`src/hw/rtl/dlf_pkg.sv`:
```
// Shared types and constants of the dense layer forward block.
package dlf_pkg;

  localparam int unsigned DATA_W    = 16;
  localparam int unsigned PROD_W    = 2 * DATA_W;
  localparam int unsigned ACC_W     = 40;
  localparam int unsigned ROW_IDX_W = 4;
  localparam int unsigned COL_IDX_W = 6;
  localparam int unsigned ROWS_W    = 5;
  localparam int unsigned CFG_IDX_W = 1;

  localparam logic signed [DATA_W:0] SAT_MAX = (DATA_W+1)'(32767);
  localparam logic signed [DATA_W:0] SAT_MIN = -(DATA_W+1)'(32768);

  // Configuration register indexes.
  localparam logic [CFG_IDX_W-1:0] CFG_ROWS_IN_USE = 1'b0;
  localparam logic [CFG_IDX_W-1:0] CFG_RELU_ENABLE = 1'b1;

  typedef enum logic [1:0] {
    OP_LOAD_WEIGHT = 2'd0,
    OP_LOAD_BIAS   = 2'd1,
    OP_ELEMENT     = 2'd2
  } dlf_op_e;

endpackage

```
`src/hw/rtl/dlf_post.sv`:
```
// Output stage math: scale down, add bias, saturate and, when enabled, rectify.
module dlf_post import dlf_pkg::*; #(
  parameter int unsigned FRAC_BITS = 12
) (
  input  logic signed [ACC_W-1:0]  acc_i,
  input  logic signed [DATA_W-1:0] bias_i,
  input  logic                     relu_i,
  output logic [DATA_W-1:0]        value_o
);

  logic signed [ACC_W-1:0] scaled;
  logic signed [ACC_W:0]   sum;
  logic signed [DATA_W:0]  sat;

  always_comb begin
    // Arithmetic shift rounds toward minus infinity.
    scaled = acc_i >>> FRAC_BITS;
    sum    = {scaled[ACC_W-1], scaled} + (ACC_W+1)'(bias_i);
    if (sum > (ACC_W+1)'(SAT_MAX)) begin
      sat = SAT_MAX;
    end else if (sum < (ACC_W+1)'(SAT_MIN)) begin
      sat = SAT_MIN;
    end else begin
      sat = sum[DATA_W:0];
    end
    if (relu_i && sat[DATA_W]) begin
      value_o = '0;
    end else begin
      value_o = sat[DATA_W-1:0];
    end
  end

endmodule

```
`config.mk`:
```
export PLATFORM = sky130hd
export DESIGN_NAME = dlf_post
export DESIGN_NICKNAME = d
export VERILOG_FILES = /design/src/hw/rtl/dlf_pkg.sv /design/src/hw/rtl/dlf_post.sv
export SDC_FILE = /design/constraint.sdc
export NUM_CORES = 1
export LEC_CHECK = 0
export ABC_AREA = 1
export BUFFER_PORTS_ARGS = -buffer_cell sky130_fd_sc_hd__buf_4
export CAP_MARGIN = 20
export CORE_MARGIN = 2
export CORE_UTILIZATION = 50
export DETAILED_ROUTE_END_ITERATION = 12
export PLACE_DENSITY = 0.78
export SYNTH_ARGS = -nofsm -noshare
export SYNTH_HDL_FRONTEND = slang
export SYNTH_SLANG_ARGS = --single-unit
```
`constraint.sdc`:
```
create_clock -name vclk -period 1.7
set_input_delay 0 -clock vclk [all_inputs]
set_output_delay 0 -clock vclk [all_outputs]
set_load 0.1 [all_outputs]
```
==> results of run 1 <==
[through the flow]
stage | setup slack (ns) | cell area, um^2 | std cells | hold WS, ns | util, %
after global placement | -0.773 | 3820 | 684 | 0.338 | 81.5
after detailed placement | -0.859 | 3820 | 684 | 0.338 | 81.5
after floorplan | -0.696 | 2740 | 498 | 0.176 | -
[cells by family after synthesis]
family	synth area share (%)
adder cells (fa/ha/maj)	15.3
buffers and inverters	17.0
XOR/XNOR	5.37
AO/OA/AOI/OAI	7.91
AND/OR/NAND/NOR	54.5
==> impl_results.md, run 1 <==
- Run status: did not finish
- Failing step: clock tree synthesis
- Tool error message: [ERROR DPL-0038] Utilization greater than 100%, impossible to legalize
- Distinct cells, synth: 31
- Cells after Synth: 498
- HPWL after DPL: 7770 um
- Die width: 73.6 um
- Num rows: 25
- Most common cell in the netlist: nand2_1
- Post-CTS sizing: 146
- Commonest cells post-synth: nand2_1 (217), inv_1 (101), nor2_1 (38)
- Die height: 73.6 um
- PortBufs: 61
- I/O pins: 73
- Initial Util: 51.6%
- Synth warn: 0
- Setup Buffers After CTS: 17
- GP Congestion: 0.928
- Mapped Avg Cell Area: 4.86 um^2
- Syn_nets: 584
- Post-synth top area share: 33.6%
- Sequential area share after synthesis: 0%
- Synth area leaders: nand2_1 (34%), inv_1 (16%), ha_1 (14%), a21oi_1 (6.0%), nor2_1 (5.9%)
- Hold-fix buffers, CTS: 0
- Largest area contributor in the netlist: nand2_1
- Synthesized cell area: 2420 um^2
==> inputs of run 2 (changes only) <==
--- a/config.mk
+++ b/config.mk
@@ -9,9 +9,9 @@
 export BUFFER_PORTS_ARGS = -buffer_cell sky130_fd_sc_hd__buf_4
 export CAP_MARGIN = 20
 export CORE_MARGIN = 2
-export CORE_UTILIZATION = 50
+export CORE_UTILIZATION = 40
 export DETAILED_ROUTE_END_ITERATION = 12
-export PLACE_DENSITY = 0.78
+export PLACE_DENSITY_LB_ADDON = 0.15
 export SYNTH_ARGS = -nofsm -noshare
 export SYNTH_HDL_FRONTEND = slang
 export SYNTH_SLANG_ARGS = --single-unit
==> constraint.sdc (replaced) <==
create_clock -name vclk -period 2.2
set_input_delay 0 -clock vclk [all_inputs]
set_output_delay 0 -clock vclk [all_outputs]
set_load 0.1 [all_outputs]
==> run 2 against run 1 <==
Compared with the run above: the flow now finishes, with violations (setup timing); area after synthesis stayed put; synthesized cell count stayed put.
==> impl_results.md, run 2 <==
- Commonest non-fill, non-tap cells in the layout: nand2_1 (174), buf_4 (120), inv_1 (95)
- RSZ-0062 raised after global routing: yes
- Syn_nets: 584
- Slowest-stage cell, CP: fa_2
- Final period util: 108%
- PD cells: 556 nW/um^2
- Post-synth top area share: 33.6%
- HPWL after DPL: 7110 um
- Cells after Synth: 498
- TNS Setup: -2.27 ns
- Area Growth Syn to Fin: 95.0%
- Via count: 3532
- Max_slew headroom: 76.8%
- Internal: 1.06 mW
- Clock share of power: 0%
- Switching part of the total: 59.5%
- Logic pwr share: 100.0%
- I/O pins: 73
- Seq_cells: 0
- FF/Latch Area: 0 um^2
- Crit. End Element: output port
- Clock buffers: 0
- Global route total overflow: 0
- Die area: 6690 um^2
- Num rows: 28
- CP endpoint: value_o[0]
- Final core utilization: 80.2%
- Worst endpoint required time: 2.20 ns
- Psw: 1.56 mW
- DR vias/cell: 4.93
- Crit path largest cell delay: 0.42 ns
- Worst Hold Class: primary input to output port
- Synth warn: 0
- Leakage power: 2.53 nW
- Synth area leaders: nand2_1 (34%), inv_1 (16%), ha_1 (14%), a21oi_1 (6.0%), nor2_1 (5.9%)
- Mapped Avg Cell Area: 4.86 um^2
- Crit. Startpoint: acc_i[12]
- CP Max Fanout: 7
- Die width: 81.8 um
- Fin. Hold Viols: 0
- Max Freq: 0.422 GHz
- Final ANT Viol Nets: 0
- VDD IR max: 0.820 mV
- Synthesized cell area: 2420 um^2
- Sequential area share after synthesis: 0%
- Initial antenna violation count: 0
- Placed Instance Area: 3770 um^2
- Number of max-cap violations: 0
- Crit-path leading delay family: simple AND/OR/NAND/NOR gates
- Critical path depth in cells: 17
- GP Congestion: 0.934
- Setup violators final: 15
- Most common cell in the netlist: nand2_1
- # DRC: 0
- Worst Tran Pin Value: 0.347 ns
- Routed wire length per instance: 13.8 um
- # diodes: 0
- Violated checks: setup timing
- Part of the power in registers: 0%
- Distinct cells, synth: 31
- Critical path class: primary input to output port
- Layout Nets: 729
- Commonest non-fill, non-tap cell in the layout: nand2_1
- Area of the core: 5890 um^2
- Initial DRC count: 198
- Vias in the first global route: 3470
- Startpoint Class: primary input
- Share of layout cells above drive strength 1: 45.1%
- Commonest cells post-synth: nand2_1 (217), inv_1 (101), nor2_1 (38)
- Pre-CTS setup slack: -0.440 ns
- Aggregate global-route resource usage: 29.0%
- Run status: finished with violations
- Initial Util: 41.1%
- PortBufs: 61
- 1st-pass router iterations: 5
- Largest area contributor in the netlist: nand2_1
- Worst path bufs/invs: 3
- Pin count of the biggest net entering global routing: 16
- Data arrival, critical path: 2.37 ns
- Tmin final: 2.37 ns
- Pins Over Slew Limit: 0
- Post-Route WL: 9900 um
- Worst Setup Slack, final: -0.172 ns
- CP Cell Sequence: buf_6 > ha_4 > inv_2 > fa_2 > nor2_4 > or2_1 > nand3_2 > nand3_2 > nand2_1 > nand2_1 > nand2_1 > nor2_2 > nand3_4 > nand2_8 > nand2_2 > a21oi_4 > buf_12
- Critical Path Most Common Cell: nand2_1
- First-pass GRT wire length: 15400 um
- Die height: 81.8 um
- Fin area: 4720 um^2
-- run 2: metal layers --
| metal | track usage (%) | vias up | routed length [um] |
|---|---|---|---|
| met5 | 0 | - | 0 |
| met4 | 4.67 | 0 | 135 |
| met3 | 2.42 | 22 | 423 |
| met2 | 52.8 | 112 | 4880 |
| met1 | 37.6 | 1592 | 4470 |
| li1 | - | 1806 | - |
-- run 2: final cells by class --
type	count	area, um^2
multi-input cells	393	2880
repair buffers	145	1360
fillers	403	1160
inverters	103	392
well taps	75	93.8
-- run 2: kinds of logic (layout without fill, tap and decap cells) --
family	count (synthesis)	after routing	share of synthesized area, %
AOI/OAI and AO/OA	36	36	7.91
xor gates and xnor gates	14	14	5.37
adders and majority gates	29	29	15.3
buffers and inverters	106	248	17.0
and+or+nand+nor	313	314	54.5
-- run 2: how the worst min path moves through the flow --
stage / slack (ns) / to / cells past startpoint / startpoint
after floorplan: 0.18 / value_o[15] / 1 / relu_i
after global placement: 0.34 / value_o[15] / 3 / relu_i
after detailed placement: 0.34 / value_o[15] / 3 / relu_i
after CTS: 0.34 / value_o[15] / 3 / relu_i
after global routing: 0.30 / value_o[15] / 3 / relu_i
final: 0.30 / value_o[15] / 3 / relu_i
-- run 2: worst min-delay path, delay by kind of cell --
family                 cells  cell delay (ns)
AND/OR/NAND/NOR            1             0.04
buffers and inverters      2             0.26
-- run 2: timing repair --
item,CTS,global route
gates cloned,2,0
hold endpoints to repair,0,0
resized for setup,138,38
hold buffers,0,0
pin swaps,29,25
buffers inserted,8,1
setup endpoints to repair,15,15
-- run 2: metrics by stage --
step / instances / hold slack, ns / power [mW]
finish: 716 / 0.295 / 2.63
global route: 716 / 0.300 / 2.76
CTS: 715 / 0.341 / 2.51
detailed placement: 705 / 0.340 / 1.99
global placement: 705 / 0.335 / 1.97
floorplan: 498 / 0.176 / 1.43
-- run 2: power by group through the flow --
| stage | Combinational (mW) | Sequential (mW) | Clock (mW) |
|---|---|---|---|
| 2_1_floorplan | 1.43 | 0 | 0 |
| 3_3_place_gp | 1.97 | 0 | 0 |
| 3_5_place_dp | 1.99 | 0 | 0 |
| 4_1_cts | 2.51 | 0 | 0 |
| 5_1_grt | 2.76 | 0 | 0 |
| 6_report | 2.63 | 0 | 0 |
(Power assumes the default switching activity.)
