--- src/hw/rtl/dlf_ram.sv ---
// Simple dual-port synchronous RAM with registered read data.
module dlf_ram #(
  parameter int unsigned WIDTH = 16,
  parameter int unsigned DEPTH = 16,
  localparam int unsigned AW = (DEPTH > 1) ? $clog2(DEPTH) : 1
) (
  input  logic             clk_i,
  input  logic             we_i,
  input  logic [AW-1:0]    waddr_i,
  input  logic [WIDTH-1:0] wdata_i,
  input  logic             re_i,
  input  logic [AW-1:0]    raddr_i,
  output logic [WIDTH-1:0] rdata_o
);

  logic [WIDTH-1:0] mem [DEPTH];
  logic [WIDTH-1:0] rdata_q;

  always_ff @(posedge clk_i) begin
    if (we_i) begin
      mem[waddr_i] <= wdata_i;
    end
  end

  // Read data holds while no read is issued.
  always_ff @(posedge clk_i) begin
    if (re_i) begin
      rdata_q <= mem[raddr_i];
    end
  end

  assign rdata_o = rdata_q;

endmodule

--- config.mk ---
export PLATFORM = sky130hd
export DESIGN_NAME = dlf_ram
export DESIGN_NICKNAME = d
export VERILOG_FILES = /design/src/hw/rtl/dlf_ram.sv
export SDC_FILE = /design/constraint.sdc
export NUM_CORES = 1
export LEC_CHECK = 0
export BUFFER_PORTS_ARGS = -buffer_cell sky130_fd_sc_hd__buf_2
export CAP_MARGIN = 20
export CORE_ASPECT_RATIO = 2
export CORE_MARGIN = 5
export CORE_UTILIZATION = 35
export CTS_CLUSTER_DIAMETER = 80
export DETAILED_ROUTE_END_ITERATION = 16
export HOLD_SLACK_MARGIN = 0.1
export PLACE_DENSITY_LB_ADDON = 0.25
export SETUP_SLACK_MARGIN = 0.15
export SYNTH_ARGS = -nofsm -noshare
export SYNTH_HDL_FRONTEND = slang
export SYNTH_SLANG_ARGS = --single-unit
--- constraint.sdc ---
create_clock -name clk_i -period 4 [get_ports clk_i]
set_clock_uncertainty 0.2 [all_clocks]
set_input_delay 0.2 -clock clk_i [delete_from_list [all_inputs] [get_ports clk_i]]
set_output_delay 0.2 -clock clk_i [all_outputs]
set_load 0.05 [all_outputs]
---- Word level (Yosys, flattened, before mapping) ----
Memory sizes are Yosys's and may differ from the RTL's. A register that Yosys moved wholly into a read port is not among the register bits.
Cells that the tools add are included.
operators by class
  mux-type cells .......................... 2
operators with widths
  operator  count
  $mux 1    2
word-level totals
  bits in registers ....................... 0
  RAM bits ................................ 256
  bits of input ports ..................... 27
  logic and storage cells ................. 3
  memories kept ........................... 1
memories
  memory  words  bits a word  rd ports  clocked after Yosys merged registers in  wr ports  RTL line  source
  mem     16     16           1         1                                        1         16        logic [WIDTH-1:0] mem [DEPTH];

---- Depth between registers and ports, before layout ----
Gate-level depths: netlist of the first run.
  depth after elaboration ................. 2
  depth in mapped cells ................... 5
  gate-level depth less buffers ........... 3

---- Worst setup path after synthesis of the first run ----
Ideal clock, no wire load.
  path kind ............................... input port to flip-flop
  start ................................... in waddr_i[2]
  end ..................................... mem mem[0][0] (enable)
  setup time .............................. 0.409 ns
  arrival ................................. 1.846 ns
  required time ........................... 3.391 ns
  path slack .............................. 1.545 ns
  stages on the path ...................... 2
  path through ............................ or3b_2 nor3_1
RTL lines
  element      RTL line  source
  from (decl)  9         input logic [AW-1:0] waddr_i,
  to (decl)    16
No word-level cell before the write port.

---- Worst setup path after layout of the first run ----
  start ................................... in waddr_i[2]
  end ..................................... mem mem[2][10] (enable)
No word-level cell before the write port.

==> results of run 1 <==
==> kinds of logic after synthesis <==
| logic type | Yosys count | synth area share [%] |
|---|---|---|
| mux | 64 | 14.5 |
| buf+inv | 21 | 1.21 |
| flops | 272 | 80.0 |
| simple gates | 43 | 1.89 |
| compound gates | 32 | 2.35 |
==> synth_stat cells, drive strengths merged <==
master / instances
nand2: 17
nor3: 4
clkbuf: 8
buf: 13
nand3: 1
and2: 1
nand2b: 2
a22oi: 32
edfxtp: 272
mux4: 64
or3b: 1
nor2b: 2
nor2: 13
nand3b: 2
==> how the worst max path moves through the flow <==
stage | cells after the start | end | slack (ns) | startpoint
after floorplan | 2 | mem[0][0] | 1.54 | waddr_i[2]
after global placement | 5 | rdata_o[10] | 1.49 | raddr_i[0]
after detailed placement | 5 | rdata_o[11] | 1.48 | raddr_i[0]
after CTS | 6 | mem[2][10] | 1.24 | waddr_i[2]
after global routing | 6 | mem[2][10] | 1.19 | waddr_i[2]
final | 6 | mem[2][10] | 1.24 | waddr_i[2]
==> cell type report <==
| class | count | share of cell area [%] |
|---|---|---|
| clock inverters | 14 | 1.27 |
| multi-input cells | 139 | 16.5 |
| clock buffers | 25 | 4.90 |
| flip-flops and latches | 272 | 68.6 |
| well taps | 360 | 3.78 |
| repair buffers | 84 | 4.96 |
==> through the flow <==
stage | hold slack (ns) | cells | area [µm²]
2_1_floorplan | 0.0989 | 432 | 10200
3_3_place_gp | 0.367 | 835 | 11000
3_5_place_dp | 0.389 | 835 | 11000
4_1_cts | 0.137 | 894 | 11900
5_1_grt | 0.179 | 894 | 11900
6_report | 0.147 | 894 | 11900
==> cells in the final DEF (no fill, tap or decap) <==
master,count
clkinv_4,1
clkbuf_16,23
nor3_2,4
nand3_1,1
bufinv_16,3
or3b_2,1
buf_2,41
mux4_2,54
nand2b_1,2
clkinv_1,4
nor2b_1,2
clkbuf_1,2
clkinvlp_4,3
nand3b_1,2
buf_4,22
a22oi_1,32
nand2_1,17
dlygate4sd3_1,20
buf_12,1
nor2_1,1
and2_1,1
mux4_1,10
nor2_2,12
edfxtp_1,272
clkinv_2,3
==> power groups by stage <==
stage	clock network (W)	registers (W)	logic [W]
finish	0.00221	0.00322	0.000335
global route	0.00238	0.00323	0.000363
CTS	0.00227	0.00323	0.000345
detailed placement	0	0.00329	0.000329
global placement	0	0.00329	0.000324
floorplan	0	0.00333	0.000156
==> worst min-delay path, stage by stage <==
cell,delay [ns]
buf_2,0.16
nor3_2,0.07
buf_4,0.23
==> flip-flops by register name, summed over array words and instances, names as in the netlist <==
register / flops
rdata_o: 16
mem: 256
==> timing repair <==
action / 4_1_cts / 5_1_grt
endpoints found under the setup margin: 0 / 0
hold endpoints to repair: 278 / 0
setup buffers: 0 / 0
hold buffers: 20 / 0
==> layer usage <==
metal	routed length, µm	share of wire, %	GRT usage, %
met1	8260	38	16.7
met2	12300	56	24.8
met3	716	3.3	1.61
met4	599	2.7	4.91
met5	0	0	0
==> impl_metrics.json, run 1 <==
{
  "status": "complete, no violations",
  "relSlewSlack_pct": 33.4,
  "p_clk_share_pct": 38.3,
  "crit_type": "in -> reg",
  "antenna_cells": 0,
  "io_buffers": 42,
  "rows": 88,
  "syn_inst": 432,
  "yosysWarnings": 0,
  "ys_seq_area_share_pct": 80.0,
  "drv_cap": 0,
  "synth_largest_area_cell": "edfxtp_1",
  "crit_path_end_kind": "register",
  "hold_violations": 0,
  "path_cells": "dlygate4sd3_1 > buf_2 > or3b_2 > dlygate4sd3_1 > nor2_2 > buf_4",
  "fin_crit_sh_pct": 68.9,
  "die_w_um": 131,
  "drive_gt1_share_pct": 31.5,
  "avgSynthCellArea_um2": 23.6,
  "cp_max_fo": 10,
  "cts_resized": 0,
  "seqPwrFrac_pct": 55.9,
  "cts_buffer_depth": 3,
  "cp-start-kind": "input pin",
  "cts-root-buf": "clkbuf_16",
  "syn_nets": 459,
  "r2r_start": "mem[11][3]",
  "setup_viol_count_final": 0,
  "post-route-util_pct": 41.3,
  "core_um2": 28800,
  "hold_start": "waddr_i[1]",
  "ioPinCount": 43,
  "drc": 0,
  "cpLargestDelayFamily": "buffers and inverters",
  "layout.area.seq_um2": 8170,
  "pwr-share-comb_pct": 5.8,
  "grt_pass1_wl_mm": 32.7,
  "place_hpwl_mm": 12.6,
  "yosys.area.top_type_share_pct": 80.0,
  "path_clk_slew_ns": 0.07,
  "crit_arrival_ns": 2.75,
  "drt_pass1_iterations": 4,
  "synthToLayoutAreaGrowth_pct": 16.7,
  "overflow": 0,
  "critPathSlowestCell": "dlygate4sd3_1",
  "p_int_w": 0.00458,
  "cp_common_cell": "dlygate4sd3_1",
  "n_fill_cell": 2535,
  "final_nets": 546,
  "fin_total_pwr_w": 0.00577,
  "numClockSinks": 272,
  "synth_area_leaders": "edfxtp_1 80%, mux4_2 12%, mux4_1 2.6%",
  "netlist_area_um2": 10200,
  "hold_end": "mem[12][7]",
  "wire_per_inst_um": 24.5,
  "grt_max_degree": 34,
  "die_y_um": 251,
  "cpPeakStageDelay_ns": 0.60,
  "start_util_pct": 35.4,
  "period_needed_ns": 2.76,
  "power_density_nw_per_um2": 485,
  "antenna_found_initial": 0,
  "via_count": 4634,
  "r2r_cells": 3,
  "setup_slack_ns": 1.24,
  "multi_input_area_um2": 1960,
  "tightest_slew_ns": 0.999,
  "grtUsageTotal_pct": 13.8,
  "holdPathStages": 3,
  "gp_congestion": 0.701,
  "routed_via_density": 5.18,
  "die_area_um2": 32900,
  "cts_buffers": 22,
  "switching_share_pct": 20.6,
  "cts_tree": "done",
  "fmax_mhz": 363,
  "p_leak_nw": 3.81,
  "ys_seq_elements": 272,
  "crit_buf_inv": 4,
  "rsz0062_at_grt": "false",
  "drt-initial-drc-count": 279,
  "rr_endpoint": "rdata_o[3]",
  "crit_required_ns": 3.99,
  "power_switching_w": 0.00119,
  "ir_drop_uv": 260,
  "place_ws_ns": 1.48,
  "htree_levels": 1,
  "grt_pass1_vias": 5167,
  "hp-class": "in -> reg",
  "wl_mm": 21.9,
  "clk_latency_ns": 0.51,
  "finalSetupTns_ns": 0,
  "ant_nets": 0,
  "synthDistinctLibCells": 18,
  "slew_violations": 0,
  "reg2reg_slack_ns": 2.32
}
Note: power is estimated with default switching activity, not from simulation.
==> run 2, diff against run 1 <==
ABC_AREA = 1   (was unset)
clock period = 2.64 ns   (was 4 ns; I/O delays follow)
==> run 2 against run 1 <==
  * Die area is 12% higher
  * Critical endpoint is now rdata_o[9]
  * Non-clock buffer count is 3 higher
  * Hold slack worse by 0.024 ns
  * Largest cell class unchanged
  * Total power is 54% higher
  * Global-route usage is 3.5 points higher
  * Highest routed layer unchanged
  * Sequential power is 52% higher
  * Utilization is 1.1 points lower
  * Clock power is 48% higher
  * First-iteration DRC count is 110% higher
==> impl_metrics.json, run 2 <==
{
  "die_w_um": 138,
  "grt_pass1_wl_mm": 47.6,
  "ys_seq_area_share_pct": 70.8,
  "reg2reg_slack_ns": 1.13,
  "synth_area_leaders": "edfxtp_1 71%, nand2_1 11%, nand3_1 8.4%",
  "avgSynthCellArea_um2": 10.7,
  "yosysWarnings": 0,
  "p_leak_nw": 5.52,
  "path_clk_slew_ns": 0.07,
  "rr_endpoint": "rdata_o[14]",
  "setup_viol_count_final": 0,
  "final_nets": 1162,
  "wire_per_inst_um": 20.4,
  "cts-root-buf": "clkbuf_16",
  "rows": 94,
  "postCtsHoldBufs": 18,
  "startpoint": "raddr_i[3]",
  "synthToLayoutAreaGrowth_pct": 14.1,
  "mostFrequentLayoutCells": "341 x nand2_1, 272 x edfxtp_1, 196 x inv_1, 193 x nand3_1, 41 x buf_2",
  "synthDistinctLibCells": 12,
  "place_hpwl_mm": 21.1,
  "cts_buffer_depth": 3,
  "top_layer": "met4",
  "endpoint": "rdata_o[9]",
  "met1Wirelength_mm": 10.8,
  "grtUsageTotal_pct": 17.3,
  "wl_met3_mm": 1.05,
  "rsz0062_at_grt": "false",
  "ir_drop_uv": 470,
  "r2r_start": "mem[5][14]",
  "die_y_um": 267,
  "gp_congestion": 0.854,
  "numClockSinks": 272,
  "finalSetupTns_ns": 0,
  "start_util_pct": 35.2,
  "crit_path_end_kind": "register",
  "synth.most_common_cell": "nand2_1",
  "relSlewSlack_pct": 55.9,
  "ys_seq_elements": 272,
  "core_um2": 32800,
  "cp_max_fo": 17,
  "yosys.area.top_type_share_pct": 70.8,
  "fin_crit_sh_pct": 67.8,
  "drt-initial-drc-count": 581,
  "grt_max_degree": 85,
  "netlist_area_um2": 11500,
  "drive_gt1_share_pct": 9.94,
  "die_area_um2": 36900,
  "drc": 0,
  "n_fill_cell": 3139,
  "cts_buffers": 23,
  "final_common_cell": "nand2_1",
  "clk_latency_ns": 0.53,
  "synth_largest_area_cell": "edfxtp_1",
  "slew_violations": 0,
  "crit_required_ns": 2.70,
  "routed_via_density": 4.73,
  "cts_tree": "done",
  "synth-edff-count": 272,
  "period_needed_ns": 1.79,
  "io_buffers": 42,
  "post-route-util_pct": 40.1,
  "largest_reg_flops": 256,
  "ant_nets": 0,
  "dr_wl_met2_mm": 18.3,
  "hp-class": "in -> reg",
  "cts_resized": 0,
  "via_count": 7470,
  "fmax_mhz": 559,
  "tightest_slew_ns": 0.661,
  "synth_ff_type": "edfxtp_1",
  "syn_inst": 1074,
  "power_density_nw_per_um2": 673,
  "status": "complete, no violations",
  "drt_pass1_iterations": 4,
  "antenna_found_initial": 0,
  "fin_area_um2": 13200,
  "crit_type": "in -> reg",
  "hold_violations": 0,
  "cp-start-kind": "input pin",
  "syn_nets": 1101,
  "crit_arrival_ns": 1.85,
  "synthArstFlopShare_pct": 0,
  "regMostFlops": "mem",
  "htree_levels": 1,
  "dpl-instance-area_um2": 12300,
  "overflow": 0,
  "synthTopCellsByCount": "341 x nand2_1, 272 x edfxtp_1, 196 x inv_1, 193 x nand3_1, 19 x buf_2",
  "ioPinCount": 43,
  "grt_pass1_vias": 7537,
  "r2r_cells": 6,
  "cts_setup_buffers": 0,
  "wl_mm": 32.2,
  "drv_cap": 0
}
-- run 2: cell type report --
cell class / instances / area [µm²] / share of cell area (%)
clock buffer: 29 / 598 / 4.54
inverter: 198 / 744 / 5.65
multi-input combinational: 553 / 2360 / 18.0
clock inverter: 8 / 92.6 / 0.703
tap: 432 / 541 / 4.10
timing repair buffer: 87 / 658 / 5.00
antenna: 1 / 2.50 / 0.0190
sequential: 272 / 8170 / 62.0
-- run 2: where the power goes --
| group | internal (W) | switching [W] |
|---|---|---|
| clock | 0.00179 | 0.00147 |
| sequential | 0.00486 | 0.0000364 |
| combinational | 0.000180 | 0.000522 |
-- run 2: cell families (layout without fill, tap and decap cells) --
kind of cell | after synthesis | in the layout | synth area share (%)
other cells | 0 | 1 | 0
buf+inv | 249 | 322 | 9.09
simple gates | 553 | 553 | 20.1
flops | 272 | 272 | 70.8
-- run 2: how the worst min path moves through the flow --
stage                     from         end  slack (ns)  cells past startpoint
floorplan           wdata_i[0]   mem[0][0]        0.03                      0
global placement    wdata_i[9]  mem[15][9]        0.39                      1
detailed placement  wdata_i[9]  mem[10][9]        0.38                      1
CTS                 raddr_i[1]  rdata_o[0]        0.10                      5
global route        raddr_i[1]  rdata_o[0]        0.16                      5
finish              raddr_i[1]  rdata_o[0]        0.12                      5
-- run 2: critical path, cell delays in order --
cell	delay [ns]
dlygate4sd3_1	0.52
buf_2	0.36
inv_1	0.43
nand3_1	0.25
nand2_1	0.13
-- run 2: per-layer routing --
layer  global-route usage (%)  vias up
met5                        0        -
met4                     10.1        0
met3                     1.40       76
met2                     34.1      181
met1                     17.5     3624
li1                         -     3589
-- run 2: stage by stage --
stage	cells	power [W]	setup slack, ns	hold slack (ns)
CTS	1579	0.00895	0.833	0.102
floorplan	1074	0.00538	1.01	0.0309
detailed placement	1524	0.00569	0.698	0.384
finish	1580	0.00886	0.851	0.122
global route	1579	0.00915	0.831	0.158
global placement	1524	0.00569	0.720	0.386
==> run 3, diff against run 2 <==
ABC_AREA = 0   (was 1)
clock period = 1.6 ns   (was 2.64 ns; I/O delays follow)
==> run 3 against run 2 <==
  * The run now ends with setup timing left
  * Clock power is 53% higher
  * Sequential power is 64% higher
  * Total power is 59% higher
  * Count of clock-buffer cells in the layout is 1 lower
  * Sequential cell count stayed put
  * Final cell count is 41% lower
  * Worst setup slack worse by 0.85 ns
  * Sequential share of layout area is 3.2 points higher
  * Global-route usage is 3.5 points lower
  * First-iteration DRC count is 47% lower
  * Register-to-register slack worse by 1.1 ns
  * Critical endpoint is now rdata_o[3]
  * Largest cell class unchanged
  * Largest power group unchanged
==> impl_metrics.json, run 3 (synthesis gave the netlist of run 1 again) <==
{
  "cts-root-buf": "clkbuf_16",
  "regMostFlops": "mem",
  "routed_via_density": 5.11,
  "holdPathStages": 4,
  "die_area_um2": 32900,
  "crit_required_ns": 1.67,
  "antenna_cells": 0,
  "cp_max_fo": 1,
  "whs_ns": 0.00490,
  "start_util_pct": 35.4,
  "wire_per_inst_um": 23.9,
  "status": "finished with violations",
  "gp_congestion": 0.697,
  "ioPinCount": 43,
  "setup_viol_count_final": 2,
  "final_nets": 577,
  "critPathSlowestCell": "mux4_2",
  "drv_cap": 0,
  "grtUsageTotal_pct": 13.8,
  "r2r_cells": 3,
  "fmax_mhz": 624,
  "drt_pass1_iterations": 4,
  "relSlewSlack_pct": 34.0,
  "final_common_cell": "edfxtp_1",
  "ir_drop_uv": 651,
  "cp-start-kind": "register",
  "power_density_nw_per_um2": 1120,
  "p_int_w": 0.0111,
  "layout.area.seq_um2": 8170,
  "period_needed_ns": 1.60,
  "drc": 0,
  "mostFrequentLayoutCells": "272 x edfxtp_1, 64 x mux4_2, 38 x buf_2, 30 x buf_12, 25 x buf_4",
  "rows": 88,
  "overflow": 0,
  "crit_type": "reg -> reg",
  "io_buffers": 42,
  "die_w_um": 131,
  "crit_path_end_kind": "register",
  "wl_mm": 22.1,
  "p_leak_nw": 4.02,
  "finalSetupTns_ns": -0.00590,
  "cpPeakStageDelay_ns": 0.47,
  "multi_input_area_um2": 2060,
  "n_fill_cell": 2483,
  "violations": "setup timing",
  "cpLargestDelayFamily": "multiplexers",
  "grt_max_degree": 17,
  "path_clk_slew_ns": 0.07,
  "numClockSinks": 272,
  "p_clk_share_pct": 35.4,
  "postCtsHoldBufs": 19,
  "rsz0062_at_grt": "true",
  "cts_buffers": 22,
  "core_um2": 28800,
  "cp.depth": 3,
  "cts_buffer_depth": 3,
  "synthToLayoutAreaGrowth_pct": 22.7,
  "setup_slack_ns": -0.00330,
  "via_count": 4725,
  "drive_gt1_share_pct": 39.8,
  "drt-initial-drc-count": 307,
  "antenna_found_initial": 0,
  "crit_arrival_ns": 1.67,
  "path_cells": "mux4_2 > a22oi_2 > nand2_1",
  "ant_nets": 0,
  "fin_crit_sh_pct": 100,
  "pwr-share-comb_pct": 7.3,
  "largest_reg_flops": 256,
  "place_ws_ns": -0.302,
  "slew_violations": 0,
  "crit_buf_inv": 0,
  "tightest_slew_ns": 0.987,
  "clk_latency_ns": 0.51,
  "cts_tree": "done",
  "grt_pass1_wl_mm": 32.7,
  "fin_total_pwr_w": 0.0141,
  "hold_violations": 0,
  "power_switching_w": 0.00297,
  "seqPwrFrac_pct": 57.3,
  "grt_pass1_vias": 5207,
  "switching_share_pct": 21.1,
  "die_y_um": 251,
  "htree_levels": 1,
  "place_hpwl_mm": 13.8,
  "hp-class": "in -> reg"
}
-- run 3: worst paths after layout --
| kind | startpoint | endpoint | slack (ns) |
|---|---|---|---|
| hold / removal | waddr_i[2] | mem[0][9] | 0.005 |
| hold reg to reg | mem[12][11] | rdata_o[11] | 0.54 |
| setup / recovery | mem[9][3] | rdata_o[3] | -0.003 |
| setup reg to reg | mem[9][3] | rdata_o[3] | -0.003 |
-- run 3: worst reg2reg max path, cell delays in order, from the launching register on --
cell	delay (ns)
edfxtp_1	0.37
mux4_2	0.47
a22oi_2	0.24
nand2_1	0.08
-- run 3: final cells by class --
cell class                 count  area share, %
clock inverter                11          0.380
sequential                   272           65.2
tap                          360           3.60
clock buffer                  28           4.75
multi-input combinational    139           16.4
timing repair buffer         115           9.60
-- run 3: per-layer routing --
layer / vias up / GRT usage [%] / share of wire, % / wire [µm]
met4: 0 / 4.18 / 2.1 / 468
li1: 2067 / - / - / -
met3: 23 / 1.38 / 2.8 / 610
met5: - / 0 / 0 / 0
met2: 80 / 26.3 / 58 / 12900
met1: 2555 / 15.7 / 37 / 8180
-- run 3: through the flow --
step,cell area (µm²),std cells,util [%]
after floorplan,10300,432,-
after global placement,11600,867,40.1
after detailed placement,11600,867,40.1
after CTS,12500,925,43.3
after global routing,12500,925,43.4
final,12500,925,43.4
-- run 3: timing repair --
action,4_1_cts,5_1_grt
pin swaps,5,1
hold endpoints to repair,368,16
endpoints found under the setup margin,19,74
gates cloned,0,0
setup buffers,0,0
gates resized for setup,23,5
-- run 3: power groups by stage --
| stage | registers, W | logic [W] | clock network [W] |
|---|---|---|---|
| finish | 0.00806 | 0.00102 | 0.00498 |
| global route | 0.00807 | 0.00109 | 0.00537 |
| CTS | 0.00807 | 0.00104 | 0.00511 |
| detailed placement | 0.00822 | 0.000963 | 0 |
| global placement | 0.00821 | 0.000946 | 0 |
| floorplan | 0.00833 | 0.000421 | 0 |
