[config.mk]
export PLATFORM = sky130hd
export DESIGN_NAME = dlf_mac
export DESIGN_NICKNAME = d
export VERILOG_FILES = /design/src/hw/rtl/dlf_pkg.sv /design/src/hw/rtl/dlf_mac.sv
export SDC_FILE = /design/constraint.sdc
export NUM_CORES = 1
export LEC_CHECK = 0
export BUFFER_PORTS_ARGS = -buffer_cell sky130_fd_sc_hd__buf_4
export CELL_PAD_IN_SITES_DETAIL_PLACEMENT = 0
export CELL_PAD_IN_SITES_GLOBAL_PLACEMENT = 1
export CORE_MARGIN = 8
export CORE_UTILIZATION = 44
export CTS_CLUSTER_SIZE = 16
export DETAILED_ROUTE_END_ITERATION = 10
export PLACE_DENSITY = 0.77
export RECOVER_POWER = 25
export SLEW_MARGIN = 0
export SYNTH_ARGS = -nofsm -noshare
export SYNTH_HDL_FRONTEND = slang
export SYNTH_SLANG_ARGS = --single-unit
[constraint.sdc]
create_clock -name clk_i -period 3 [get_ports clk_i]
set_clock_uncertainty 0.2 [all_clocks]
set_input_delay 0.45 -clock clk_i [delete_from_list [all_inputs] [get_ports clk_i]]
set_output_delay 0.45 -clock clk_i [all_outputs]
set_load 0.1 [all_outputs]
[src/hw/rtl/dlf_pkg.sv]
// Shared types and constants of the dense layer forward block.
package dlf_pkg;

  localparam int unsigned DATA_W    = 16;
  localparam int unsigned PROD_W    = 2 * DATA_W;
  localparam int unsigned ACC_W     = 40;
  localparam int unsigned ROW_IDX_W = 4;
  localparam int unsigned COL_IDX_W = 6;
  localparam int unsigned ROWS_W    = 5;
  localparam int unsigned CFG_IDX_W = 1;

  localparam logic signed [DATA_W:0] SAT_MAX = (DATA_W+1)'(32767);
  localparam logic signed [DATA_W:0] SAT_MIN = -(DATA_W+1)'(32768);

  // Configuration register indexes.
  localparam logic [CFG_IDX_W-1:0] CFG_ROWS_IN_USE = 1'b0;
  localparam logic [CFG_IDX_W-1:0] CFG_RELU_ENABLE = 1'b1;

  typedef enum logic [1:0] {
    OP_LOAD_WEIGHT = 2'd0,
    OP_LOAD_BIAS   = 2'd1,
    OP_ELEMENT     = 2'd2
  } dlf_op_e;

endpackage

[src/hw/rtl/dlf_mac.sv]
// Two-stage multiply-accumulate path that writes back to the accumulator memory.
module dlf_mac import dlf_pkg::*; #(
  parameter int unsigned RW = 4
) (
  input  logic                     clk_i,
  input  logic                     rst_ni,
  input  logic                     s1_vld_i,
  input  logic [RW-1:0]            s1_row_i,
  input  logic signed [DATA_W-1:0] weight_i,
  input  logic signed [DATA_W-1:0] x_i,
  input  logic signed [ACC_W-1:0]  acc_i,
  output logic                     busy_o,
  output logic                     wr_en_o,
  output logic [RW-1:0]            wr_row_o,
  output logic [ACC_W-1:0]         wr_data_o
);

  logic                     s2_vld_q;
  logic [RW-1:0]            s2_row_q;
  logic signed [PROD_W-1:0] prod_q;
  logic signed [ACC_W-1:0]  acc_q;

  always_ff @(posedge clk_i or negedge rst_ni) begin
    if (!rst_ni) begin
      s2_vld_q <= 1'b0;
    end else begin
      s2_vld_q <= s1_vld_i;
    end
  end

  always_ff @(posedge clk_i) begin
    if (s1_vld_i) begin
      s2_row_q <= s1_row_i;
      prod_q   <= weight_i * x_i;
      acc_q    <= acc_i;
    end
  end

  // The sum wraps within the accumulator width.
  assign wr_data_o = acc_q + {{(ACC_W-PROD_W){prod_q[PROD_W-1]}}, prod_q};
  assign wr_en_o   = s2_vld_q;
  assign wr_row_o  = s2_row_q;
  assign busy_o    = s2_vld_q;

endmodule

* Yosys cells after proc, flatten, opt, wreduce, memory -nomap -nowiden
Cells that the tools add are included.
Storage, ports and cells: flip-flop bits (word level) 77, input bits 79, output and inout bits 46, logic and storage cells 6
Cells by class: add/sub/neg operators 1, $mul 1
Operator list (count):
- $add 40x40->40 | 1
- $mul 16x16->32 | 1

* Longest topological paths before layout
Gate-level depths: netlist (run 1).
depth in word-level cells 1, mapped depth 23, gate-level depth less buffers 21

* Worst setup path before layout (run 1)
OpenSTA, ideal clock, no wires.
path kind input port to flip-flop, start point input weight_i[15], end point register prod_q[31] (data pin), setup time 0.262 ns, arrival 5.760 ns, required time 2.538 ns, setup slack -3.222 ns, stages on the path 20, buffers on the path 2, cell sequence clkbuf_1 -> nand2_1 -> inv_1 -> fa_1 -> fa_1 -> fa_1 -> fa_1 -> fa_1 -> inv_1 -> fa_1 -> inv_1 -> ha_1 -> clkbuf_1 -> nand2_1 -> o21ai_0 -> or3_1 -> o211ai_1 -> nand3_1 -> o31ai_2 -> xnor2_1
On the way: longest elaborated chain between the ends 1
Ends and longest elaborated chain:
- start: declaration | line dlf_mac.sv:9 | input logic signed [DATA_W-1:0] weight_i,
- $mul 16x16->32 | line dlf_mac.sv:34 | prod_q <= weight_i * x_i;
- end signal: assignment | line dlf_mac.sv:34
- end: declaration | line dlf_mac.sv:20 | logic signed [PROD_W-1:0] prod_q;
Every way passes these cells. A chain may end at the register's enable or synchronous reset.

* Worst setup path in the final report (run 1)
Same ends and word-level chain as after synthesis.

==> summary.md, run 1 <==
| Metric | Value |
|---|---|
| Min-Delay Path Class | input pin to flop |
| CTS buffer count | 9 |
| Clock-pin slew on the worst setup and hold paths | 0.06 ns |
| Most common cell in the synthesized netlist | inv_1 |
| Wire length per cell | between 15 and 20 um |
| Vias in the first global route | between 10k and 15k |
| First-pass GRT wire length | 62,600 um |
| Tcrit/Tclk final | 190% |
| Failing checks | setup timing |
| Post-DRT Antenna Nets | 0 |
| Slowest stage delay, CP | around 0.6 ns |
| TritonRoute pass-1 iters | 5 |
| Ranking of synthesized cells by area | fa_1 36%, edfxtp_1 16%, ha_1 10% |
| Setup CP Type | input pin to flop |
| Gr usage total | between 10% and 20% |
| WHS | roughly 0.09 ns |
| Grt total ovfl | 0 |
| I/O Pins | around 130 |
| Syn nets | a little under 2k |
| Post-DP HPWL | ~31,000 um |
| Worst path cell trace | buf_12 -> and2_4 -> fa_2 -> buf_6 -> fa_1 -> fa_1 -> fa_2 -> fa_1 -> inv_1 -> fa_1 -> inv_2 -> ha_4 -> a21o_1 -> a21oi_2 -> o21ai_1 -> or3_1 -> o211ai_1 -> nand3_1 -> o31ai_2 -> xnor2_1 |
| Final WS setup | -2.71 ns |
| DRC viols | 0 |
| FMAX | between 0.15 and 0.2 GHz |
| CTS Root Buffer Type | clkbuf_16 |
| #FFs+latches synth | slightly below 80 |
| Crit-path max FO | 6 |
| First DRT Iteration DRCs | roughly 440 |
| Via/cell ratio | between 4 and 5 |
| Critical path buffer and inverter count | 4 |
| Syn Area/Cell | between 9 and 10 um^2 |
| Final setup violating endpoints | 60 |
| Max Root-Sink Buffers | 2 |
| Crit. path cell count | 20 |
| Commonest cells in the netlist | 309 x inv_1, 263 x fa_1, 147 x nand2_1, 126 x and2_1, 121 x ha_1 |
| Cell family with most CP delay | adder cells |
| Number of synthesis warnings | 0 |
| Outcome | finished, violations left |
| Min-delay src | acc_i[12] |
| Hold EP | acc_q[12]$_DFFE_PP_ |
| GPL Wtd Cong | between 0.9 and 1 |
| Top-area cell type share of the netlist area | a little over a third |
| CTS sink count | 77 |
| Vias | around 12k |
| Initial Utilization | between 40% and 50% |
| Final-report hold violation count | 0 |
| Relative slew slack | 35.9% |
| CP arrival | between 5 and 6 ns |
| Die height | a little under 200 um |
| Most frequent cell on the critical path | fa_1 |
| Post-synth EDFFs | 76 |
| Syn-to-layout area delta | 48.2% |
| Post-synth top flop | edfxtp_1 |
| Core area | around 32,000 um^2 |
| Max Slew Vio Count | 0 |
| Setup WS pre-CTS | -3.20 ns |
| Port Buffers | about 120 |
| Tmin final | between 5 and 6 ns |
| CP max stage cell | fa_2 |
| Sequential cell area fraction in the yosys report | between 15 and 20% |
| Largest net degree at the start of global routing | 78 |
| MaxCap Viol Count | 0 |
| Cells after Synth | around 1.5k |
| Total wire length | roughly 38,000 um |
| CP Launch Type | input pin |
| Ant. Diodes | 0 |
| Initial antenna violation count | 0 |
| Crit path required time | a little under 3 ns |
| Layout cells sized above 1 | 41.0% |
| Synth Cell Area | 14,500 um^2 |
| Fraction of registers with async set/reset | roughly 1.3% |
| Die width | just under 200 um |
| H-Tree Depth | 3 |
| Tightest Pin Transition | between 0.9 and 1 ns |
| Die ar. | roughly 39,000 um^2 |
| Synth area leader | fa_1 |
| Hold path cells | 1 |
| RSZ-0062 raised after global routing | yes |
| Netlist cell types | 69 |
| CTS tree | done |
| Final nets | between 2k and 2.5k |
| Crit end category | flop |
| # rows | 66 |
worst max path at each step:
stage / startpoint / slack [ns] / to
2_1_floorplan: x_i[3] / -2.95 / prod_q[30]$_DFFE_PP_
3_3_place_gp: weight_i[15] / -3.12 / prod_q[30]$_DFFE_PP_
3_5_place_dp: weight_i[15] / -3.20 / prod_q[30]$_DFFE_PP_
4_1_cts: weight_i[15] / -2.68 / prod_q[31]$_DFFE_PP_
5_1_grt: x_i[1] / -2.92 / prod_q[30]$_DFFE_PP_
6_report: weight_i[15] / -2.71 / prod_q[31]$_DFFE_PP_
layout by cell type, fill, tap and decap left out, types with 13 or more instances in the layout:
| cell | Yosys | final |
|---|---|---|
| edfxtp_1 | 76 | 76 |
| a21oi_1 | 61 | 32 |
| ha_4 | 0 | 38 |
| o21ai_0 | 28 | 13 |
| xnor2_4 | 0 | 18 |
| and2_1 | 126 | 102 |
| o21a_1 | 17 | 14 |
| buf_4 | 2 | 295 |
| buf_12 | 0 | 43 |
| inv_1 | 309 | 262 |
| buf_6 | 0 | 75 |
| a21o_1 | 23 | 23 |
| fa_2 | 0 | 34 |
| a21oi_2 | 2 | 16 |
| o211ai_1 | 13 | 13 |
| inv_2 | 0 | 45 |
| a21oi_4 | 0 | 15 |
| nor2_1 | 53 | 36 |
| fa_1 | 263 | 229 |
| xnor2_1 | 50 | 24 |
| and2_4 | 0 | 24 |
| clkbuf_4 | 0 | 34 |
| nand3_1 | 22 | 14 |
| nand2_1 | 147 | 130 |
| ha_1 | 121 | 77 |
layout make-up:
cell class,count,area [um^2]
tap,442,553
fill,2553,11000
multi-input combinational,1067,12800
inverter,309,1160
clock buffer,9,225
timing repair buffer,455,4300
clock inverter,6,63.8
sequential,77,2310
cells by family (layout without fill, tap and decap cells):
kind of cell	Yosys count	in the layout	share of synthesized area, %
xor gates and xnor gates	61	61	3.69
adders and majority gates	384	384	46.8
buffers and inverters	353	779	9.26
DFF	77	77	15.9
and+or+nand+nor	409	409	14.1
muxes	1	1	0.0692
AOI/OAI and AO/OA	212	212	10.1
per-layer routing:
| layer | vias to the layer above | global-route usage [%] | part of all wire, % |
|---|---|---|---|
| li1 | 5595 | - | - |
| met1 | 5700 | 26.0 | 45 |
| met2 | 225 | 34.2 | 49 |
| met3 | 36 | 2.83 | 4.0 |
| met4 | 0 | 3.87 | 1.5 |
| met5 | - | 0 | 0 |
sequential cells by signal, summed over array words and instances (netlist names):
signal    count
busy_o        1
acc_q        40
wr_row_o      4
prod_q       32
timing repair:
action | CTS | global route
gates cloned | 0 | 1
endpoints found under the hold margin | 1 | 0
buffers inserted | 43 | 29
gates resized for setup | 295 | 135
hold buffers | 1 | 0
endpoints found under the setup margin | 62 | 63
pin swaps | 125 | 118
stage by stage:
stage | setup TNS [ns] | instances | cell area, um^2 | utilization (%)
floorplan | -64.99 | 1497 | 15800 | -
finish | -73.87 | 2365 | 21400 | 66.1
global placement | -76.65 | 2296 | 19000 | 58.6
detailed placement | -78.79 | 2296 | 19000 | 58.6
global route | -81.12 | 2365 | 21400 | 66.1
CTS | -72.96 | 2347 | 20800 | 64.1
Power of run 1 is left out: the tool's default activity adds up to more than one toggle a clock period on the data nets, which glitch-free logic cannot reach.
==> run 2: changes to the inputs <==
Settings changed: CORE_UTILIZATION 44 to 49, HOLD_SLACK_MARGIN set to 0.15, PLACE_DENSITY 0.77 to 0.81.
Clock period 3 ns to 6.3 ns, I/O delays scaled along.
==> run 2 against run 1 <==
The run ends with capacitance limit, slew limit left. Core utilization down 6.3 points. Final area shrank 18%. Flip-flop and latch count unchanged. Critical endpoint is now prod_q[22]$_DFFE_PP_. Non-clock buffer count fell by 199.
==> summary.md, run 2 (synthesis gave the netlist of run 1 again) <==
| Metric | Value |
|---|---|
| Outcome | finished, violations left |
| Failing checks | capacitance limit, slew limit |
| Crit-path max FO | 8 |
| TritonRoute pass-1 iters | 6 |
| Tmin final | approximately 6.2 ns |
| Vias in the first global route | around 12k |
| Ant. Diodes | 0 |
| Die width | ~190 um |
| Commonest cells after routing, fill and taps aside | 304 x inv_1, 248 x fa_1, 178 x buf_4, 142 x nand2_1, 119 x and2_1 |
| Most frequent cell on the critical path | fa_1 |
| Setup CP Type | input pin to flop |
| Wire length per cell | 16.2 um |
| Final setup violating endpoints | 0 |
| Die ar. | between 30,000 and 40,000 um^2 |
| Gr usage total | between 10% and 20% |
| I/O Pins | 125 |
| GPL Wtd Cong | between 0.9 and 1 |
| Die height | 188 um |
| Fill count | 2,544 |
| Initial Utilization | between 40 and 50% |
| Final nets | around 2.2k |
| Largest Register | acc_q |
| Syn-to-layout area delta | 21.4% |
| Max FFs per register | 40 |
| Relative slew slack | -166% |
| Clock-pin slew on the worst setup and hold paths | around 0.06 ns |
| First-pass GRT wire length | 57,700 um |
| Setup WS pre-CTS | -0.403 ns |
| Core Util, Final | between 50 and 60% |
| RSZ-0062 raised after global routing | yes |
| Port Buffers | 124 |
| Total wire length | roughly 34,000 um |
| DRC viols | 0 |
| Post-DRT Antenna Nets | 0 |
| Post-DP HPWL | between 20,000 and 30,000 um |
| CTS tree | done |
| CTS buffer count | 9 |
| Largest net degree at the start of global routing | 78 |
| CP arrival | roughly 6.1 ns |
| MaxCap Viol Count | 1 |
| Final-report hold violation count | 0 |
| Post-Layout Cell Count | between 2k and 2.5k |
| Crit path required time | roughly 6.2 ns |
| Max Root-Sink Buffers | 2 |
| First DRT Iteration DRCs | a little over 500 |
| Crit end category | flop |
| CTS sink count | 77 |
| Layout cells sized above 1 | between 20% and 30% |
| CTS Root Buffer Type | clkbuf_16 |
| CP Launch Type | input pin |
| Setup TNS Final | 0 ns |
| # rows | 63 |
| H-Tree Depth | 3 |
| Tightest Pin Transition | around 4 ns |
| Min-Delay Path Class | input pin to flop |
| Slowest stage delay, CP | ~0.54 ns |
| FMAX | around 0.16 GHz |
| Tcrit/Tclk final | between 90% and 100% |
| Dpl cells | 2,086 |
| Final WS setup | a little under 0.08 ns |
| Max Slew Vio Count | between 70 and 80 |
| Grt total ovfl | 0 |
| Initial antenna violation count | 0 |
| Most common cell after layout, fill and taps aside | inv_1 |
| CP max stage cell | fa_1 |
| Worst path cell trace | buf_4 -> and2_1 -> fa_1 -> inv_1 -> fa_1 -> fa_2 -> fa_1 -> inv_2 -> fa_1 -> fa_1 -> ha_4 -> nand2_2 -> o21a_1 -> and3_4 -> buf_6 -> a211oi_4 -> o211ai_1 -> a31o_2 -> nand4_1 -> o311ai_2 |
| Core area | between 20,000 and 30,000 um^2 |
| Vias | around 11k |
| Via/cell ratio | around 5.1 |
==> run 2: cell types whose count changed in the layout (fill, tap and decap cells not counted), sizes merged <==
cell | before | now
bufinv | 1 | 2
inv | 310 | 311
buf | 419 | 206
clkbuf | 44 | 59
clkinvlp | 2 | 0
==> run 2: area by class of cell <==
type / count / area [um^2] / share of cell area [%]
clock inverter: 6 / 85.1 / 0.484
multi-input combinational: 1067 / 11200 / 63.7
clock buffer: 10 / 229 / 1.30
timing repair buffer: 256 / 2110 / 12.0
sequential: 77 / 2310 / 13.1
tap: 390 / 488 / 2.78
inverter: 309 / 1160 / 6.60
==> run 2: final timing paths <==
kind	start	endpoint	slack, ns	cells after the start
worst max-delay path	weight_i[5]	prod_q[22]$_DFFE_PP_	0.08	20
worst min-delay path	acc_i[2]	acc_q[2]$_DFFE_PP_	0.59	1
max in group asynchronous	rst_ni	busy_o$_DFF_PN0_	5.09	2
min in group asynchronous	rst_ni	busy_o$_DFF_PN0_	0.73	2
==> run 2: stage by stage <==
| step | cell area (um^2) | hold slack [ns] |
|---|---|---|
| after global routing | 17600 | 0.583 |
| after detailed placement | 16700 | 0.521 |
| after global placement | 16700 | 0.520 |
| final | 17600 | 0.594 |
| after CTS | 17100 | 0.560 |
| after floorplan | 14500 | 0.449 |
==> run 2: layer usage <==
metal  vias to the layer above  track usage [%]  share of wire [%]
met3                        27             2.27                4.1
met1                      5252             28.0                 49
met4                         0             3.61                1.3
met2                       231             32.3                 46
li1                       5190                -                  -
met5                         -                0                  0
==> run 2: worst max-delay path, delay by kind of cell <==
| kind | cells | cell delay, ns |
|---|---|---|
| and+or+nand+nor | 4 | 0.46 |
| buffers and inverters | 4 | 0.37 |
| AOI/OAI and AO/OA | 5 | 0.94 |
| adders and majority gates | 7 | 3.38 |
==> run 2: repair_timing <==
| action | 4_1_cts | 5_1_grt |
|---|---|---|
| setup endpoints to repair | 3 | 10 |
| gates cloned | 0 | 2 |
| pin swaps | 28 | 57 |
| hold endpoints to repair | 1 | 0 |
| hold buffers | 1 | 0 |
| gates resized for setup | 24 | 83 |
| buffers inserted | 2 | 9 |
Power of run 2 is left out for the same reason.
==> run 3: changes to the inputs <==
Settings changed: ABC_AREA set to 1, BUFFER_PORTS_ARGS -buffer_cell sky130_fd_sc_hd__buf_4 to unset, CORE_UTILIZATION 49 to 50, CTS_CLUSTER_DIAMETER set to 200, DONT_BUFFER_PORTS set to 1, PLACE_DENSITY 0.81 to 0.82.
==> run 3 against run 2 <==
The run now ends clean. Core utilization shrank 6.2 points. Worst hold slack lost 0.15 ns. Sequential share of layout area grew 0.19 points. Largest cell class unchanged.
==> summary.md, run 3 <==
| Metric | Value |
|---|---|
| Outcome | finished clean |
| Initial antenna violation count | 0 |
| Largest Register | acc_q |
| Busiest grt layer | met2 |
| Final-report hold violation count | 0 |
| H-Tree Depth | 3 |
| MaxCap Viol Count | 0 |
| RSZ-0062 raised after global routing | no |
| Sequential cell area fraction in the yosys report | 14.1% |
| Total setup buffers inserted after CTS | 0 |
| Final setup violating endpoints | 0 |
| Crit end category | flop |
| GR Util met2 | between 40% and 50% |
| CTS sink count | 77 |
| Setup TNS Final | 0 ns |
| Crit-path max FO | 16 |
| Netlist cell types | 34 |
| Tmin final | ~6.0 ns |
| Commonest cells after routing, fill and taps aside | 704 x nand2_1, 619 x inv_1, 262 x fa_1, 121 x ha_1, 113 x nor2_1 |
| Tcrit/Tclk final | 94.5% |
| Post-DRT Antenna Nets | 0 |
| DRC viols | 0 |
| First DRT Iteration DRCs | ~650 |
| Die ar. | just under 40,000 um^2 |
| Die height | slightly below 200 um |
| CTS Root Buffer Type | clkbuf_16 |
| Core area | between 30,000 and 40,000 um^2 |
| Max Slew Vio Count | 0 |
| Min-Delay Path Class | input pin to flop |
| Most frequent cell on the critical path | fa_1 |
| CTS buffer count | 9 |
| I/O Pins | roughly 130 |
| Hold path cells | 0 |
| Post-synth EDFFs | between 70 and 80 |
| Post-synth top flop | edfxtp_1 |
| # rows | 66 |
| First-pass GRT wire length | approximately 70,000 um |
| Syn-to-layout area delta | 6.23% |
| Most common cell in the synthesized netlist | nand2_1 |
| Final WS setup | 0.344 ns |
| Syn nets | between 2k and 3k |
| Worst path cell trace | nand2_1 -> inv_1 -> fa_1 -> buf_4 -> fa_1 -> fa_1 -> fa_1 -> fa_1 -> inv_1 -> fa_1 -> inv_1 -> ha_1 -> nand2_1 -> nor2_1 -> inv_1 -> nor2_1 -> nand4_1 -> nand4_1 -> nand2_1 |
| Synth area leader | fa_1 |
| Layout cells sized above 1 | between 4 and 5% |
| # resized after CTS | 0 |
| Slowest stage delay, CP | ~0.70 ns |
| CP arrival | 5.87 ns |
| CTS tree | done |
| Die width | between 150 and 200 um |
| Gr usage total | 22.6% |
| Port Buffers | 0 |
| Cells after Synth | 2,215 |
| TritonRoute pass-1 iters | 5 |
| Met1 Use GR | between 20% and 30% |
| Total wire length | between 40,000 and 50,000 um |
| Clock-pin slew on the worst setup and hold paths | 0.07 ns |
| Vias in the first global route | 13.9k |
| Number of synthesis warnings | 0 |
| Crit path required time | around 6.2 ns |
| GPL Wtd Cong | 0.924 |
| #FFs+latches synth | between 70 and 80 |
| Tightest Pin Transition | approximately 1.2 ns |
| WHS | approximately 0.44 ns |
| Largest net degree at the start of global routing | 78 |
| Syn Area/Cell | approximately 7.4 um^2 |
| Final nets | 2,662 |
| CP Launch Type | input pin |
| Grt total ovfl | 0 |
| Core Util, Final | a little over half |
| Most common cell after layout, fill and taps aside | nand2_1 |
| Hold EP | busy_o$_DFF_PN0_ |
| Synth Cell Area | 16,300 um^2 |
| GR Util met3 | under 10% |
| Vias | around 13k |
| Min-delay src | s1_vld_i |
| Via/cell ratio | around 4.9 |
| Ranking of synthesized cells by area | fa_1 32%, nand2_1 16%, inv_1 14% |
| Max FFs per register | 40 |
| Wire length per cell | ~16 um |
| Top-area cell type share of the netlist area | between 30 and 40% |
| FMAX | 0.168 GHz |
| CP max stage cell | fa_1 |
| Setup WS pre-CTS | -0.0319 ns |
| Setup CP Type | input pin to flop |
| Initial Utilization | between 50% and 60% |
| Relative slew slack | slightly above 20% |
| Max Root-Sink Buffers | 2 |
| Ant. Diodes | 0 |
| Fraction of registers with async set/reset | roughly 1.3% |
| Post-DP HPWL | ~37,000 um |
| Commonest cells in the netlist | 704 x nand2_1, 619 x inv_1, 263 x fa_1, 121 x ha_1, 113 x nor2_1 |
-- run 3: cell types whose count changed after synthesis, sizes merged, moves of 15 or more --
| cell | change |
|---|---|
| a21o | -24 |
| and2 | -125 |
| clkbuf | +22 |
| inv | +311 |
| nand2 | +570 |
| nand3 | +53 |
| nand4 | +15 |
| nor2 | +72 |
| o21a | -18 |
| o21ai | -17 |
| xnor2 | -40 |
| xor2 | +20 |
-- run 3: kinds of logic (layout without fill, tap and decap cells) --
logic type      Yosys count  in the layout  share of synthesized area, %
fa+ha+maj               384            384                          41.5
flops                    77             77                          14.1
xor+xnor                 41             41                          2.20
buf+inv                 680            669                          15.7
compound gates           76             76                          2.59
simple gates            957            957                          23.8
-- run 3: stage by stage --
step	std cells	instance area, um^2
finish	2646	17300
global route	2646	17300
CTS	2646	17300
detailed placement	2629	17000
global placement	2629	17000
floorplan	2215	16300
-- run 3: worst max-delay path: cells and delay by family --
kind / cells / cell delay (ns)
AND/OR/NAND/NOR: 7 / 0.99
adder cells (fa/ha/maj): 7 / 3.48
buffers and inverters: 5 / 0.48
-- run 3: worst max path at each step --
stage | slack, ns | start | endpoint
3_3_place_gp | 0.005 | weight_i[15] | prod_q[22]$_DFFE_PP_
2_1_floorplan | 0.04 | x_i[5] | prod_q[31]$_DFFE_PP_
3_5_place_dp | -0.03 | weight_i[15] | prod_q[22]$_DFFE_PP_
4_1_cts | 0.33 | weight_i[15] | prod_q[22]$_DFFE_PP_
6_report | 0.34 | weight_i[15] | prod_q[22]$_DFFE_PP_
5_1_grt | 0.05 | weight_i[15] | prod_q[22]$_DFFE_PP_
-- run 3: metal layers --
metal	part of all wire, %	up-vias
li1	-	6369
met1	43	6201
met2	50	307
met3	4.2	55
met4	2.5	0
met5	0	-
-- run 3: timing repair --
item / 4_1_cts / 5_1_grt
hold buffers: 1 / 0
endpoints found under the setup margin: 0 / 0
hold endpoints to repair: 1 / 0
-- run 3: final cells by class --
cell class,instances,area [um^2]
fill,3208,15000
inverter,620,2330
tap,442,553
timing repair buffer,33,263
multi-input combinational,1458,11600
clock inverter,7,80.1
sequential,77,2310
clock buffer,9,225
Power of run 3 is left out for the same reason.
